===== config.mk =====
export PLATFORM = sky130hd
export DESIGN_NAME = serial_frame_receiver
export DESIGN_NICKNAME = d
export VERILOG_FILES = /design/src/design/sfr_pkg.sv /design/src/design/sfr_datapath.sv /design/src/design/sfr_ctrl.sv /design/src/design/serial_frame_receiver.sv
export SDC_FILE = /design/constraint.sdc
export NUM_CORES = 1
export LEC_CHECK = 0
export BUFFER_PORTS_ARGS = -buffer_cell sky130_fd_sc_hd__buf_2
export CAP_MARGIN = 20
export CELL_PAD_IN_SITES_DETAIL_PLACEMENT = 1
export CELL_PAD_IN_SITES_GLOBAL_PLACEMENT = 1
export CORE_MARGIN = 2
export CORE_UTILIZATION = 25
export DETAILED_ROUTE_END_ITERATION = 6
export PLACE_DENSITY = 0.41
export SETUP_SLACK_MARGIN = 0.4
export SKIP_CTS_REPAIR_TIMING = 1
export SYNTH_ARGS = -nofsm -noshare
export SYNTH_HDL_FRONTEND = slang
export SYNTH_SLANG_ARGS = --single-unit

===== constraint.sdc =====
create_clock -name clk_i -period 3.5 [get_ports clk_i]
set_clock_uncertainty 0.1 [all_clocks]
set_input_delay 0.35 -clock clk_i [delete_from_list [all_inputs] [get_ports clk_i]]
set_output_delay 0.35 -clock clk_i [all_outputs]
set_load 0.01 [all_outputs]

===== src/design/sfr_pkg.sv =====
package sfr_pkg;

  localparam int unsigned MAX_PAYLOAD_DEF = 32;
  localparam int unsigned LEN_W = 6;
  localparam int unsigned IDX_W = 5;
  localparam int unsigned TIMEOUT_W = 16;
  localparam int unsigned CFG_IDX_W = 1;
  localparam int unsigned CFG_DATA_W = 16;

  localparam logic [7:0] START_BYTE = 8'h02;
  localparam logic [7:0] END_BYTE = 8'h03;

  localparam logic [CFG_IDX_W-1:0] REG_IDLE_TIMEOUT = 1'd0;
  localparam logic [CFG_IDX_W-1:0] REG_MAX_LENGTH = 1'd1;

  localparam logic [TIMEOUT_W-1:0] IDLE_TIMEOUT_RST = 16'd100;
  localparam logic [LEN_W-1:0] MAX_LENGTH_RST = 6'd32;

  localparam logic MODE_BYTE = 1'b0;
  localparam logic MODE_TICK = 1'b1;

  typedef struct packed {
    logic       mode;
    logic [7:0] data_byte;
  } in_item_t;

  typedef struct packed {
    logic [7:0]       payload_byte;
    logic [IDX_W-1:0] byte_index;
    logic [LEN_W-1:0] frame_length;
    logic             last;
  } out_item_t;

  // controller -> datapath
  typedef struct packed {
    logic byte_en;
    logic tick_en;
    logic load_len;
    logic store_byte;
    logic add_sum;
    logic clr_idx;
    logic rd_en;
    logic inc_idx;
  } sfr_cmd_t;

  // datapath -> controller
  typedef struct packed {
    logic len_ok;
    logic data_last;
    logic sum_ok;
    logic timed_out;
    logic out_last;
  } sfr_sts_t;

endpackage


===== src/design/sfr_datapath.sv =====
module sfr_datapath #(
  parameter int unsigned MAX_PAYLOAD = sfr_pkg::MAX_PAYLOAD_DEF
) (
  input  logic                             clk_i,
  input  logic                             rst_ni,
  input  logic                             cfg_we_i,
  input  logic [sfr_pkg::CFG_IDX_W-1:0]    cfg_idx_i,
  input  logic [sfr_pkg::CFG_DATA_W-1:0]   cfg_data_i,
  input  logic [7:0]                       byte_i,
  input  sfr_pkg::sfr_cmd_t                cmd_i,
  output sfr_pkg::sfr_sts_t                sts_o,
  output sfr_pkg::out_item_t               out_data_o
);
  import sfr_pkg::*;

  localparam int unsigned AW = (MAX_PAYLOAD > 1) ? $clog2(MAX_PAYLOAD) : 1;
  localparam logic [7:0] MaxPay8 = 8'(MAX_PAYLOAD);

  logic [TIMEOUT_W-1:0] timeout_q;
  logic [LEN_W-1:0]     max_len_q;
  logic [LEN_W-1:0]     exp_len_q;
  logic [LEN_W-1:0]     wpos_q;
  logic [7:0]           sum_q;
  logic [TIMEOUT_W-1:0] idle_q;
  logic [TIMEOUT_W-1:0] idle_inc;
  logic [LEN_W-1:0]     idx_q;
  logic [7:0]           limit;
  logic [7:0]           mem [MAX_PAYLOAD];
  logic [7:0]           rd_q;

  always_ff @(posedge clk_i or negedge rst_ni) begin
    if (!rst_ni) begin
      timeout_q <= IDLE_TIMEOUT_RST;
      max_len_q <= MAX_LENGTH_RST;
    end else if (cfg_we_i) begin
      unique case (cfg_idx_i)
        REG_IDLE_TIMEOUT: timeout_q <= cfg_data_i;
        REG_MAX_LENGTH:   max_len_q <= cfg_data_i[LEN_W-1:0];
        default: ;
      endcase
    end
  end

  assign idle_inc = (idle_q != '1) ? idle_q + 1'b1 : idle_q;
  assign limit = ({2'b00, max_len_q} < MaxPay8) ? {2'b00, max_len_q} : MaxPay8;

  always_ff @(posedge clk_i or negedge rst_ni) begin
    if (!rst_ni) begin
      idle_q    <= '0;
      exp_len_q <= '0;
      wpos_q    <= '0;
      sum_q     <= '0;
      idx_q     <= '0;
    end else begin
      if (cmd_i.byte_en) begin
        idle_q <= '0;
      end else if (cmd_i.tick_en) begin
        idle_q <= idle_inc;
      end
      if (cmd_i.load_len) begin
        exp_len_q <= byte_i[LEN_W-1:0];
        wpos_q    <= '0;
        sum_q     <= '0;
      end else begin
        if (cmd_i.store_byte) begin
          wpos_q <= wpos_q + 1'b1;
        end
        if (cmd_i.add_sum) begin
          sum_q <= sum_q + byte_i;
        end
      end
      if (cmd_i.clr_idx) begin
        idx_q <= '0;
      end else if (cmd_i.inc_idx) begin
        idx_q <= idx_q + 1'b1;
      end
    end
  end

  // payload store, one write and one registered read port
  always_ff @(posedge clk_i) begin
    if (cmd_i.store_byte) begin
      mem[wpos_q[AW-1:0]] <= byte_i;
    end
    if (cmd_i.rd_en) begin
      rd_q <= mem[idx_q[AW-1:0]];
    end
  end

  always_comb begin
    sts_o.len_ok    = (byte_i != 8'd0) && (byte_i <= limit);
    sts_o.data_last = ({1'b0, wpos_q} + 7'd1) >= {1'b0, exp_len_q};
    sts_o.sum_ok    = (sum_q == 8'd0);
    sts_o.timed_out = (idle_inc > timeout_q);
    sts_o.out_last  = ({1'b0, idx_q} + 7'd1) == {1'b0, exp_len_q};
  end

  always_comb begin
    out_data_o.payload_byte = rd_q;
    out_data_o.byte_index   = idx_q[IDX_W-1:0];
    out_data_o.frame_length = exp_len_q;
    out_data_o.last         = sts_o.out_last;
  end

endmodule


===== src/design/sfr_ctrl.sv =====
module sfr_ctrl (
  input  logic              clk_i,
  input  logic              rst_ni,
  input  logic              in_valid_i,
  input  logic              in_mode_i,
  input  logic [7:0]        in_byte_i,
  output logic              in_ready_o,
  output logic              out_valid_o,
  input  logic              out_ready_i,
  input  sfr_pkg::sfr_sts_t sts_i,
  output sfr_pkg::sfr_cmd_t cmd_o
);
  import sfr_pkg::*;

  typedef enum logic [2:0] {
    ST_HUNT,
    ST_LEN,
    ST_DATA,
    ST_CKSUM,
    ST_END,
    ST_READ,
    ST_SHOW
  } state_e;

  state_e state_q, state_d;
  logic   acc;
  logic   is_byte;
  logic   is_tick;

  assign in_ready_o  = (state_q != ST_READ) && (state_q != ST_SHOW);
  assign out_valid_o = (state_q == ST_SHOW);
  assign acc         = in_valid_i && in_ready_o;
  assign is_byte     = acc && (in_mode_i == MODE_BYTE);
  assign is_tick     = acc && (in_mode_i == MODE_TICK);

  always_comb begin
    state_d = state_q;
    cmd_o   = '0;
    cmd_o.byte_en = is_byte;
    cmd_o.tick_en = is_tick;
    unique case (state_q)
      ST_HUNT: begin
        if (is_byte && in_byte_i == START_BYTE) begin
          state_d = ST_LEN;
        end
      end
      ST_LEN: begin
        if (is_byte) begin
          if (sts_i.len_ok) begin
            cmd_o.load_len = 1'b1;
            state_d = ST_DATA;
          end else begin
            state_d = ST_HUNT;
          end
        end
      end
      ST_DATA: begin
        if (is_byte) begin
          cmd_o.store_byte = 1'b1;
          cmd_o.add_sum    = 1'b1;
          if (sts_i.data_last) begin
            state_d = ST_CKSUM;
          end
        end
      end
      ST_CKSUM: begin
        if (is_byte) begin
          cmd_o.add_sum = 1'b1;
          state_d = ST_END;
        end
      end
      ST_END: begin
        if (is_byte) begin
          if (in_byte_i == END_BYTE && sts_i.sum_ok) begin
            cmd_o.clr_idx = 1'b1;
            state_d = ST_READ;
          end else begin
            state_d = ST_HUNT;
          end
        end
      end
      ST_READ: begin
        cmd_o.rd_en = 1'b1;
        state_d = ST_SHOW;
      end
      ST_SHOW: begin
        if (out_ready_i) begin
          if (sts_i.out_last) begin
            state_d = ST_HUNT;
          end else begin
            cmd_o.inc_idx = 1'b1;
            state_d = ST_READ;
          end
        end
      end
      default: state_d = ST_HUNT;
    endcase
    // a tick past the timeout abandons a partial frame
    if (is_tick && state_q != ST_HUNT && sts_i.timed_out) begin
      state_d = ST_HUNT;
    end
  end

  always_ff @(posedge clk_i or negedge rst_ni) begin
    if (!rst_ni) begin
      state_q <= ST_HUNT;
    end else begin
      state_q <= state_d;
    end
  end

endmodule


===== src/design/serial_frame_receiver.sv =====
// Parser: one request (byte or tick) accepted per cycle while a frame is assembled.
// Verified frame: after the end byte is taken, the payload drains through ST_READ (read
// of the single store read port) and ST_SHOW (output) for each byte, the output holding
// while stalled; no requests accepted until the last byte is taken.
// Reset: parser hunts for start byte, counters clear, idle_timeout = 100,
// max_length = 32; the payload store is not cleared.
module serial_frame_receiver #(
  parameter int unsigned MAX_PAYLOAD = sfr_pkg::MAX_PAYLOAD_DEF
) (
  input  logic                           clk_i,
  input  logic                           rst_ni,
  input  logic                           in_valid_i,
  output logic                           in_ready_o,
  input  sfr_pkg::in_item_t              in_data_i,
  output logic                           out_valid_o,
  input  logic                           out_ready_i,
  output sfr_pkg::out_item_t             out_data_o,
  input  logic                           cfg_we_i,
  input  logic [sfr_pkg::CFG_IDX_W-1:0]  cfg_idx_i,
  input  logic [sfr_pkg::CFG_DATA_W-1:0] cfg_data_i
);
  import sfr_pkg::*;

  sfr_cmd_t cmd;
  sfr_sts_t sts;

  sfr_ctrl u_ctrl (
    .clk_i       (clk_i),
    .rst_ni      (rst_ni),
    .in_valid_i  (in_valid_i),
    .in_mode_i   (in_data_i.mode),
    .in_byte_i   (in_data_i.data_byte),
    .in_ready_o  (in_ready_o),
    .out_valid_o (out_valid_o),
    .out_ready_i (out_ready_i),
    .sts_i       (sts),
    .cmd_o       (cmd)
  );

  sfr_datapath #(
    .MAX_PAYLOAD (MAX_PAYLOAD)
  ) u_dp (
    .clk_i      (clk_i),
    .rst_ni     (rst_ni),
    .cfg_we_i   (cfg_we_i),
    .cfg_idx_i  (cfg_idx_i),
    .cfg_data_i (cfg_data_i),
    .byte_i     (in_data_i.data_byte),
    .cmd_i      (cmd),
    .sts_o      (sts),
    .out_data_o (out_data_o)
  );

endmodule


==> results by group <==
Critical path
  • Family with the most delay on the worst path: simple AND/OR/NAND/NOR gates
  • Critical Path RT: 3.05 ns
  • CP endpoint kind: output pin
  • Reg2Reg Depth: 12
  • Setup slack, reg-to-reg: 0.60 ns
  • Crit path max fanout: 5
  • Critical path class: reg -> out
  • CP max stage cell: dfrtp_4
  • RR Endpoint: u_ctrl.state_q[2]
  • Crit start category: flip-flop
  • Worst r2r src: u_dp.idle_q[4]
  • Crit path DAT: 2.56 ns
  • CP peak stage delay: 0.51 ns
  • Critical Path, Cell by Cell: ha_1 > xor2_1 > a211oi_2 > nand4_1 > or2_4 > inv_1 > buf_2
  • WP buf/inv: 2

Routing
  • Final wirelength: about 45000 µm
  • DR vias: 9281
  • # DRC: 0
  • Drt via density: 4.666
  • 1st-iter DRT viols: around 420
  • Post-DR wirelength/cell: 22.78 µm
  • Post-route ant nets: 0
  • Pre-antenna DRT Iters: 4

Timing
  • Final Hold Viols: 0
  • Clock period minus worst slack: 3.007 ns
  • Setup TNS: 0 ns
  • RSZ-0062 raised after global routing: no
  • Fin Hold WS: 0.1144 ns
  • Slew @ Worst Pin: roughly 0.7 ns
  • Final slew viol count: 0
  • Fin crit share: 85.92%
  • Final setup viols: 0
  • Max Clock Freq: 332.5 MHz
  • Slew HR: 54.53%

Floorplan
  • Core area: 0.05902 mm²
  • Starting density of the core: 25.30%
  • Io pins: 53
  • Rows: 89
  • Chip height: about 250 µm
  • Die Span X: 248.4 µm
  • Die area: between 0.06 and 0.07 mm²

Synthesis
  • Post-synthesis cell type count: 67
  • Synth Flop Type: edfxtp_1
  • Syn. warnings: 0
  • Main combinational cell family by area after synthesis: multiplexers
  • Post-Synth XOR/XNOR Area: 1.818%
  • Mux cell area share after synthesis: 10.81%
  • Avg Inst Size Synth: around 14 µm²
  • Cell count after synthesis: 1032
  • Synth Area in Compound Gates: 8.027%
  • Number of synthesized flops with an enable pin: roughly 260
  • Adder-cell share of the synthesized area: 3.570%
  • Netlist Area Pre-Place: 0.01493 mm²
  • Synth Register Bits: 331
  • Post-synthesis net count: 1105
  • Post-synthesis simple-gate area fraction: 8.530%
  • Post-synthesis sequential area ratio: 64.35%
  • Ys async rst share: roughly 20%

Power and ir drop
  • Total power: 10.03 mW
  • VDD IR max: 319.1 µV
  • Pwr dens: 550.2 mW/mm²
  • P_leak: 6.306 nW

CTS
  • Clock Path Buffers: 3
  • Worst skew pair latency: between 0.5 and 0.6 ns
  • CTS Buf Count: between 40 and 50
  • Clock Pin Slew Worst Setup and Hold Paths: 0.06 ns
  • CTS Sinks: 331
  • Root Buffer: clkbuf_16
  • H-Tree Depth: 2
  • CTS tree: done

Worst hold path
  • Critical hold path startpoint: in_data_i[5]
  • Worst Hold End: u_dp.mem[19][5]
  • Hold path cells: 1
  • Hold crit path type: in -> reg

Flow run
  • Max cap viols: 0

Global routing
  • Grt total ovfl: 0
  • Largest net degree at the start of global routing: 45
  • Overall Global Routing Usage: 14.92%
  • First-pass GRT wire length: 66830 µm
  • Vias in the first global route: 9842
  • Initial antenna violation count: 0

Layout
  • N_diodes: 0
  • Commonest cells after routing, fill and taps aside: 264 x edfxtp_1, 89 x buf_4, 84 x nand2_1, 59 x nor2_1
  • Layout cells sized above 1: 25.00%
  • Syn-to-layout area delta: 22.12%
  • Nets: between 1k and 1.5k
  • Most common cell after layout, fill and taps aside: edfxtp_1
  • Final std cells w/o fill: approximately 2k

Run status
  • Outcome: finished clean

Place
  • Port bufs: 52
  • Dpl hpwl: slightly below 30000 µm
  • GP Congestion: 0.7339
  • Placed Cells: 1875
[through the flow]
step	setup slack, ns	utilization [%]	instance area (µm²)
3_3_place_gp	0.2305	27.88	16460
2_1_floorplan	0.6952	-	14930
5_1_grt	0.3890	30.90	18240
4_1_cts	0.01389	30.17	17800
3_5_place_dp	0.1290	27.88	16460
6_report	0.4926	30.90	18240
[cells in the mapped netlist, drive strengths merged, types with 29 or more instances]
master  count  area share [%]
mux4       40             6.0
nand2      88             2.3
ha         41             3.4
mux2i      51             3.4
o221ai     36             2.1
inv        34            0.85
o21ai      52             1.7
nand3      29             1.0
dfrtp      63              11
edfxtp    264              53
nor2       60             1.5
buf        33             1.5
[per-layer routing]
layer	global-route usage [%]	share of wire, %	vias up
met3	2.209	3.6	58
met4	4.639	2.3	0
li1	-	-	4291
met2	23.69	46	144
met5	0	0	-
met1	20.98	48	4788
[power by group]
group          switching (mW)  internal (mW)
Combinational           0.692          0.492
Sequential              0.148           4.40
Clock                    1.77           2.53
[flip-flops by register name (all words and copies together), names as in the netlist]
| signal | count |
|---|---|
| u_dp.sum_q | 8 |
| u_dp.idx_q | 6 |
| u_dp.timeout_q | 16 |
| u_ctrl.state_q | 3 |
| u_dp.idle_q | 16 |
| u_dp.max_len_q | 6 |
| u_dp.rd_q | 8 |
| u_dp.wpos_q | 6 |
| u_dp.mem | 256 |
| u_dp.exp_len_q | 6 |
[layout make-up]
class	count	area, µm²
clock buffer	52	1089
clock inverter	24	260.3
fill	6279	40780
inverter	34	127.6
multi-input combinational	612	4974
sequential	331	9627
tap	773	967.2
timing repair buffer	163	1191
[worst reg2reg max path, delay by kind of cell, from the launching register on]
family	cells	cell delay [ns]
buf+inv	1	0.17
fa+ha+maj	1	0.30
simple gates	6	0.94
flops	1	0.40
mux	1	0.35
compound gates	3	0.48
[kinds of logic (layout without fill, tap and decap cells)]
group | Yosys count | in the layout
flip-flops | 331 | 331
AND/OR/NAND/NOR | 256 | 256
AO/OA/AOI/OAI | 174 | 174
multiplexers | 109 | 109
buffers and inverters | 89 | 273
adder cells (fa/ha/maj) | 42 | 42
XOR/XNOR | 31 | 31
[how the worst max path moves through the flow]
| stage | from | endpoint | cells after the start |
|---|---|---|---|
| finish | u_dp.idx_q[0] | out_data_o[0] | 7 |
| global route | u_dp.idle_q[1] | u_ctrl.state_q[2] | 14 |
| detailed placement | u_dp.idle_q[9] | u_ctrl.state_q[2] | 12 |
| CTS | u_dp.idx_q[0] | out_data_o[0] | 7 |
| global placement | u_dp.idle_q[7] | u_ctrl.state_q[2] | 12 |
| floorplan | u_dp.idle_q[0] | u_ctrl.state_q[2] | 13 |
No activity file was read; power rests on OpenSTA's default activity.
